===== src/design/dwpi_pkg.sv =====
package dwpi_pkg;

  localparam int GAIN_FRAC_BITS_DEF = 8;
  localparam int ACC_WIDTH_DEF      = 32;

  localparam int SPEED_W = 16;
  localparam int GAIN_W  = 16;
  localparam int DUTY_W  = 15;
  localparam int ERR_W   = SPEED_W + 2;
  localparam int PROD_W  = GAIN_W + 1 + ERR_W;

  localparam int CFG_DATA_W = 16;
  localparam int CFG_IDX_W  = 2;

  localparam logic [DUTY_W-1:0] DUTY_LIMIT_RST    = DUTY_W'(8000);
  localparam logic [DUTY_W-1:0] OVERRIDE_DUTY_RST = DUTY_W'(4000);

  typedef enum logic [CFG_IDX_W-1:0] {
    CFG_PROP_GAIN     = 2'd0,
    CFG_INT_GAIN      = 2'd1,
    CFG_DUTY_LIMIT    = 2'd2,
    CFG_OVERRIDE_DUTY = 2'd3
  } cfg_idx_t;

  typedef struct packed {
    logic s1_load;
    logic s2_load;
    logic clear_state;
  } lane_ctrl_t;

  typedef struct packed {
    logic              neg;
    logic [DUTY_W-1:0] mag;
  } lane_duty_t;

  typedef struct packed {
    logic load;
    logic force_drive;
  } merge_ctrl_t;

  typedef struct packed {
    logic [DUTY_W-1:0] left_forward;
    logic [DUTY_W-1:0] left_reverse;
    logic [DUTY_W-1:0] right_forward;
    logic [DUTY_W-1:0] right_reverse;
  } out_payload_t;

endpackage


===== src/design/dwpi_merge.sv =====
module dwpi_merge (
  input  logic                        clk,
  input  dwpi_pkg::merge_ctrl_t       ctrl,
  input  dwpi_pkg::lane_duty_t        lane_l_duty,
  input  dwpi_pkg::lane_duty_t        lane_r_duty,
  input  logic [dwpi_pkg::DUTY_W-1:0] duty_limit,
  input  logic [dwpi_pkg::DUTY_W-1:0] override_duty,
  output dwpi_pkg::out_payload_t      payload
);

  logic [dwpi_pkg::DUTY_W-1:0] forced_duty;
  dwpi_pkg::out_payload_t      payload_nxt;
  dwpi_pkg::out_payload_t      payload_r;

  assign forced_duty = (override_duty < duty_limit) ? override_duty : duty_limit;

  always_comb begin
    if (ctrl.force_drive) begin
      payload_nxt.left_forward  = forced_duty;
      payload_nxt.left_reverse  = '0;
      payload_nxt.right_forward = forced_duty;
      payload_nxt.right_reverse = '0;
    end else begin
      payload_nxt.left_forward  = lane_l_duty.neg ? '0 : lane_l_duty.mag;
      payload_nxt.left_reverse  = lane_l_duty.neg ? lane_l_duty.mag : '0;
      payload_nxt.right_forward = lane_r_duty.neg ? '0 : lane_r_duty.mag;
      payload_nxt.right_reverse = lane_r_duty.neg ? lane_r_duty.mag : '0;
    end
  end

  always_ff @(posedge clk) begin
    if (ctrl.load) begin
      payload_r <= payload_nxt;
    end
  end

  assign payload = payload_r;

endmodule


===== config.mk =====
export PLATFORM = sky130hd
export DESIGN_NAME = dwpi_merge
export DESIGN_NICKNAME = d
export VERILOG_FILES = /design/src/design/dwpi_pkg.sv /design/src/design/dwpi_merge.sv
export SDC_FILE = /design/constraint.sdc
export NUM_CORES = 1
export LEC_CHECK = 0
export BUFFER_PORTS_ARGS = -buffer_cell sky130_fd_sc_hd__buf_2
export CAP_MARGIN = 25
export CORE_MARGIN = 8
export CORE_UTILIZATION = 40
export DETAILED_ROUTE_END_ITERATION = 6
export GPL_TIMING_DRIVEN = 0
export PLACE_DENSITY_LB_ADDON = 0.12
export SLEW_MARGIN = 10
export SYNTH_ARGS = -nofsm -noshare
export SYNTH_HDL_FRONTEND = slang
export SYNTH_SLANG_ARGS = --single-unit

===== constraint.sdc =====
create_clock -name clk -period 5.6 [get_ports clk]
set_input_delay 0.28 -clock clk [delete_from_list [all_inputs] [get_ports clk]]
set_output_delay 0.28 -clock clk [all_outputs]
set_load 0.02 [all_outputs]

==> summary.txt, run 1 <==
Power
  – Max IR drop VDD: 0.154 mV
  – Sw Share: 26.4%
  – Gate power share: between 10% and 20%
  – P_int: 919 uW
  – Clock share of power: around 37%
  – PD cells: 313 mW/mm^2
  – Lkg Pwr: approximately 1.7 nW
  – Switching Power: ~330 uW
  – Reg power frac: 44.2%
  – Final Power: approximately 1.2 mW

Die
  – Die width: roughly 100 um
  – Core ar.: a little over 0.007 sq mm
  – IO Pins: 125
  – Die height: between 100 and 150 um
  – Die ar.: about 0.011 sq mm
  – Core Rows: 31
  – Starting Density: between 40 and 50%

Clock network
  – Hold Buf Count CTS: 0
  – # clock sinks: 60
  – TritonCTS clock tree: built
  – # Post-CTS Setup Buffers: 0
  – Clock root cell: clkbuf_8
  – H-tree levels: 3
  – Clock tree buffer depth: 2
  – Clock transition at the registers of the reported paths: 70 ps
  – CTS buffer count: 9
  – Number of gates resized after cts: 0

Route
  – DRC: 0
  – Post-DRT Antenna Nets: 0
  – Iter 0 DRT Violations: 57
  – Routed WL: between 8000 and 9000 um
  – Via count: about 2.4k
  – First-pass iteration count of the detailed router: 6
  – WL per Instance: 18.0 um
  – Vias per cell: slightly below 5

STA
  – F_max: about 490 MHz
  – Final hold vios: 0
  – Final period utilization: between 30% and 40%
  – Final Critical Period: slightly above 2000 ps
  – Final setup vio count: 0
  – Worst Max-Slew Pin Slew: around 620 ps
  – Final slew viol count: 0
  – Final setup margin: 3570 ps
  – Slew headroom: 58.7%
  – RSZ-0062 raised after global routing: no
  – Final TNS setup: 0 ps

Job
  – Max_cap viols: 0

Placed design
  – DP Worst Slack: between 3000 and 4000 ps
  – Hpwl dp: 6740 um
  – GPL Wtd Cong: just over 0.8
  – Count of input and output buffers: between 100 and 150

Worst setup path
  – CP Class: primary input to flop
  – Setup crit end kind: flop
  – Largest stage delay, worst path: about 340 ps
  – Critical path data arrival time: 2100 ps
  – CP Data Required Time: around 5700 ps
  – CP Depth: 9
  – Delay-heaviest family, CP: simple AND/OR/NAND/NOR gates
  – CP Launch Type: primary input
  – Buf+Inv Stages, Crit Path: 3
  – Critical path, cell by cell: buf_2 > inv_1 > ha_1 > nand2_1 > nor2_2 > nand4_1 > clkbuf_1 > o2111ai_1 > o211ai_1
  – Max stage delay cell, worst path: clkbuf_1
  – Max Fanout on Critical Path: 10

GRT
  – Initial antenna violation count: 0
  – Total grt overflow: 0
  – First-pass GRT wire length: about 13000 um
  – Largest net degree at the start of global routing: 41
  – Vias in the first global route: around 2.6k
  – Gr usage total: 17.0%

Yosys
  – Post-synth net total: 328
  – Sequential element share of the synthesized area: 60.1%
  – Yosys warning count: 0
  – Synthesized area: 0.00300 sq mm
  – Post-synthesis cell type count: 21
  – Avg Cell Area, Syn: about 12 sq um
  – Mapped Cells: 249
  – Yosys reg bits: 60

Final layout
  – Fraction of layout cells with a size suffix above 1: around 39%
  – Most frequent cells in the layout: 126 x buf_2, 60 x edfxtp_1, 50 x nand2_1
  – Fillers: 686
  – Max reg flops: 60
  – N_diodes: 0
  – Most common cell after layout, fill and taps aside: buf_2
  – Final #Nets: between 400 and 500
  – Synthesis-to-layout area growth: 32.9%

Worst hold path
  – Hold Path Class: primary input to flop
  – Endpoint, Worst Hold: payload[44]
  – Worst hold stages: 2
  – HP Start: lane_l_duty[14]

Status
  – Status: completed
## kinds of logic after synthesis
kind of cell | count (synthesis) | share of synthesized area (%)
AND/OR/NAND/NOR | 89 | 14.1
flip-flops | 60 | 60.1
AO/OA/AOI/OAI | 58 | 15.3
buffers and inverters | 28 | 4.63
adder cells (fa/ha/maj) | 14 | 5.84
## stage by stage
| stage | util [%] | hold slack (ps) | cell area, sq um | instances |
|---|---|---|---|---|
| 2_1_floorplan | - | 392 | 3000 | 249 |
| 3_3_place_gp | 51.6 | 575 | 3740 | 471 |
| 3_5_place_dp | 51.8 | 577 | 3760 | 472 |
| 4_1_cts | 55.0 | 215 | 3990 | 487 |
| 5_1_grt | 55.0 | 220 | 3990 | 487 |
| 6_report | 55.0 | 230 | 3990 | 487 |
## how the worst max path moves through the flow
stage / end / slack (ps) / start
floorplan: payload[15] / 3610 / duty_limit[8]
global placement: payload[19] / 3260 / duty_limit[14]
detailed placement: payload[57] / 3240 / duty_limit[14]
CTS: payload[27] / 3590 / duty_limit[14]
global route: payload[20] / 3370 / duty_limit[14]
finish: payload[27] / 3570 / duty_limit[14]
## routing by layer
| metal | part of all wire (%) | global-route usage, % | routed length, um | up-vias |
|---|---|---|---|---|
| li1 | - | - | - | 1197 |
| met1 | 42 | 20.8 | 3700 | 1109 |
| met2 | 48 | 27.6 | 4170 | 90 |
| met3 | 8.2 | 5.06 | 719 | 14 |
| met4 | 1.8 | 6.21 | 157 | 0 |
| met5 | 0 | 0 | 0 | - |
## layout make-up
class	instances	area (sq um)	area share, %
timing repair buffer	124	636	15.9
buffer	14	86.3	2.17
tap	99	124	3.11
multi-input combinational	161	1060	26.6
clock buffer	9	124	3.11
clock inverter	6	104	2.60
sequential	60	1800	45.2
inverter	14	52.6	1.32
## power by group through the flow
| stage | clock network, mW | logic (mW) | registers (mW) |
|---|---|---|---|
| 2_1_floorplan | 0 | 0.0823 | 0.619 |
| 3_3_place_gp | 0 | 0.237 | 0.561 |
| 3_5_place_dp | 0 | 0.241 | 0.562 |
| 4_1_cts | 0.467 | 0.242 | 0.553 |
| 5_1_grt | 0.482 | 0.260 | 0.557 |
| 6_report | 0.458 | 0.239 | 0.552 |
## cell usage after synthesis
master / n / area (sq um)
edfxtp_1: 60 / 1800
nand2_1: 50 / 188
and2_1: 31 / 194
o211ai_1: 28 / 210
o2111ai_1: 15 / 131
ha_1: 14 / 175
inv_1: 14 / 52.6
clkbuf_1: 7 / 26.3
a21oi_1: 6 / 30.0
buf_6: 4 / 45.0
buf_2: 3 / 15.0
nor2_1: 3 / 11.3
nor2b_1: 3 / 18.8
o21ai_0: 3 / 15.0
o211ai_2: 2 / 25.0
a21o_1: 1 / 7.51
a21oi_4: 1 / 16.3
a221o_1: 1 / 10.0
nand4_1: 1 / 6.26
nor2_2: 1 / 6.26
o21a_4: 1 / 15.0
(Power assumes the default switching activity.)
==> run 2, diff against run 1 <==
- ABC_AREA: default -> 1
- clock period: 5.6 -> 2 ns (I/O delays scaled with it)
==> run 2 against run 1 <==
Synthesized area rose by 1.5%. Worst hold slack got worse by 170 ps. Clock power rose by 120%. Wire length fell by 13%. Via count rose by 0.37%. Critical endpoint is now payload[52].
==> summary.txt, run 2 <==
Yosys
  – Share of the synthesized area in the top cell type: 59.2% (was 60.1%)
  – Yosys warning count: 0 (unchanged)
  – Top_reg_cell synth: edfxtp_1 (unchanged)
  – Yosys reg bits: 60 (unchanged)
  – Mapped Cells: 326 (was 249)
  – Post-synth net total: 405 (was 328)
  – Count leader, synth: nand2_1 (was edfxtp_1)
  – Post-synth top cells: 99 x nand2_1, 69 x inv_1, 60 x edfxtp_1 (was 60 x edfxtp_1, 50 x nand2_1, 31 x and2_1)
  – Synth async-reset ratio: 0% (unchanged)
  – Post-synth EDFFs: 60 (unchanged)
  – Area leader, netlist: edfxtp_1 (unchanged)
  – Avg Cell Area, Syn: 9.34 sq um (was 12.0 sq um)
  – Post-synthesis cell type count: 16 (was 21)
  – Sequential element share of the synthesized area: 59.2% (was 60.1%)
  – Synth area leaders: edfxtp_1 59%, nand2_1 12%, inv_1 8.5%, ha_1 5.8%, nand3_1 4.1% (was edfxtp_1 60%, o211ai_1 7.0%, and2_1 6.5%, nand2_1 6.3%, ha_1 5.8%)
  – Synthesized area: 0.00305 sq mm (was 0.00300 sq mm)

Power
  – PD cells: 800 mW/mm^2 (was 313 mW/mm^2)
  – Lkg Pwr: 2.11 nW (was 1.70 nW)
  – Max IR drop VDD: 0.344 mV (was 0.154 mV)

Worst setup path
  – Critical path data arrival time: 1620 ps (was 2100 ps)
  – CP Class: primary input to flop (unchanged)
  – CP Launch Type: primary input (unchanged)
  – Max Fanout on Critical Path: 10 (unchanged)
  – Setup crit end kind: flop (unchanged)
  – CP Data Required Time: 2070 ps (was 5670 ps)

Final layout
  – Fillers: 751 (was 686)
  – Synthesis-to-layout area growth: 30.5% (was 32.9%)
  – Most frequent cells in the layout: 124 x buf_2, 99 x nand2_1, 69 x inv_1 (was 126 x buf_2, 60 x edfxtp_1, 50 x nand2_1)
  – Max reg flops: 60 (unchanged)
  – Cell area after layout: 0.00397 sq mm (was 0.00399 sq mm)
  – Most common cell after layout, fill and taps aside: buf_2 (unchanged)
  – Final #Nets: 539 (was 463)
  – Fraction of layout cells with a size suffix above 1: 33.1% (was 38.7%)
  – N_diodes: 0 (unchanged)

Placed design
  – Count of input and output buffers: 123 (unchanged)
  – GPL Wtd Cong: 0.787 (was 0.813)
  – Placed inst area: 0.00379 sq mm (was 0.00376 sq mm)
  – Hpwl dp: 6150 um (was 6740 um)

STA
  – Final setup vio count: 0 (unchanged)
  – Final period utilization: between 70 and 80%
  – Final hold vios: 0 (unchanged)
  – Slew headroom: 50.3% (was 58.7%)
  – F_max: ~650 MHz
  – Final TNS setup: 0 ps (unchanged)
  – RSZ-0062 raised after global routing: no (unchanged)
  – Final Critical Period: ~1500 ps
  – Worst Max-Slew Pin Slew: 745 ps (was 619 ps)
  – Final slew viol count: 0 (unchanged)

Clock network
  – Clock root cell: clkbuf_8 (unchanged)
  – Number of gates resized after cts: 0 (unchanged)
  – H-tree levels: 3 (unchanged)
  – Clock transition at the registers of the reported paths: 70 ps (about the same)
  – TritonCTS clock tree: built (unchanged)
  – # clock sinks: 60 (unchanged)
  – CTS buffer count: 9 (unchanged)
  – Hold Buf Count CTS: 0 (unchanged)
  – # Post-CTS Setup Buffers: 0 (unchanged)
  – Clock tree buffer depth: 2 (unchanged)

Die
  – Core ar.: 0.00757 sq mm (was 0.00725 sq mm)
  – Core Rows: 32 (was 31)
  – Starting Density: 40.2% (was 41.4%)
  – Die height: 103 um (about the same)
  – IO Pins: 125 (unchanged)
  – Die width: 103 um (about the same)
  – Die ar.: 0.0107 sq mm (was 0.0105 sq mm)

Route
  – Post-DRT Antenna Nets: 0 (unchanged)
  – Vias per cell: 4.27 (was 4.95)
  – DRC: 0 (unchanged)
  – Via count: 2419 (was 2410)
  – WL per Instance: 13.5 um (was 18.0 um)
  – First-pass iteration count of the detailed router: 5 (was 6)
  – Iter 0 DRT Violations: 81 (was 57)
  – Routed WL: 7630 um (was 8750 um)

GRT
  – First-pass GRT wire length: 11600 um (was 13200 um)
  – Initial antenna violation count: 1 (was 0)
  – Gr usage total: 14.8% (was 17.0%)
  – Vias in the first global route: 2398 (was 2574)
  – Largest net degree at the start of global routing: 61 (was 41)
  – Total grt overflow: 0 (unchanged)

Worst hold path
  – Hold Path Class: primary input to flop (unchanged)

Status
  – Status: completed (unchanged)

Job
  – Max_cap viols: 0 (unchanged)
==> run 2: where the power goes <==
| part | total, mW | internal (mW) | switching (mW) |
|---|---|---|---|
| logic | 0.630 | 0.214 | 0.416 |
| registers | 1.55 | 1.52 | 0.0278 |
| clock network | 1.00 | 0.562 | 0.438 |
| total | 3.18 | 2.30 | 0.882 |
==> run 2: layout make-up <==
type                    count  area [sq um]  share of cell area [%]
clock inverters             6          55.1                    1.39
plain buffers               9          55.1                    1.39
repair buffers            123           618                    15.6
flip-flops and latches     60          1800                    45.3
inverters                  69           259                    6.52
clock buffers              10           128                    3.21
multi-input cells         188           930                    23.4
well taps                 102           128                    3.21
==> run 2: cell families (layout without fill, tap and decap cells) <==
kind of cell | count (synthesis) | in the layout | synth area share [%]
simple gates | 170 | 170 | 24.1
buf+inv | 78 | 217 | 10.3
flops | 60 | 60 | 59.2
fa+ha+maj | 14 | 14 | 5.75
compound gates | 4 | 4 | 0.657
==> run 2: through the flow <==
stage	power, mW	hold WS, ps	setup WS [ps]	instances	utilization (%)
after detailed placement	2.22	392	81.0	551	50.1
after global placement	2.20	389	134	551	50.1
final	3.18	57.8	457	567	52.5
after global routing	3.33	61.3	308	567	52.5
after CTS	3.22	39.5	442	567	52.5
after floorplan	1.95	212	473	326	-
==> run 2: routing by layer <==
layer  up-vias  track usage, %  share of wire (%)
met4         2            8.34                1.3
met5         -               0               0.13
met1      1048            18.3                 43
met2        80            23.7                 48
met3         8            2.88                7.3
li1       1281               -                  -
==> run 2: path summary, 6_finish.rpt <==
path	start	to	slack, ps	cells past startpoint
setup / recovery	duty_limit[14]	payload[52]	460	13
hold / removal	lane_r_duty[3]	payload[18]	60	3
==> run 2: critical path, stage by stage <==
cell and delay, ps:
buf_2 70, inv_1 50, ha_1 290, nand2_1 90
nor2_2 150, nand2_2 80, nor2_2 120, nand2_2 140
nand2_4 120, buf_6 140, nand2_1 50, nand3_1 130
nand2_1 80
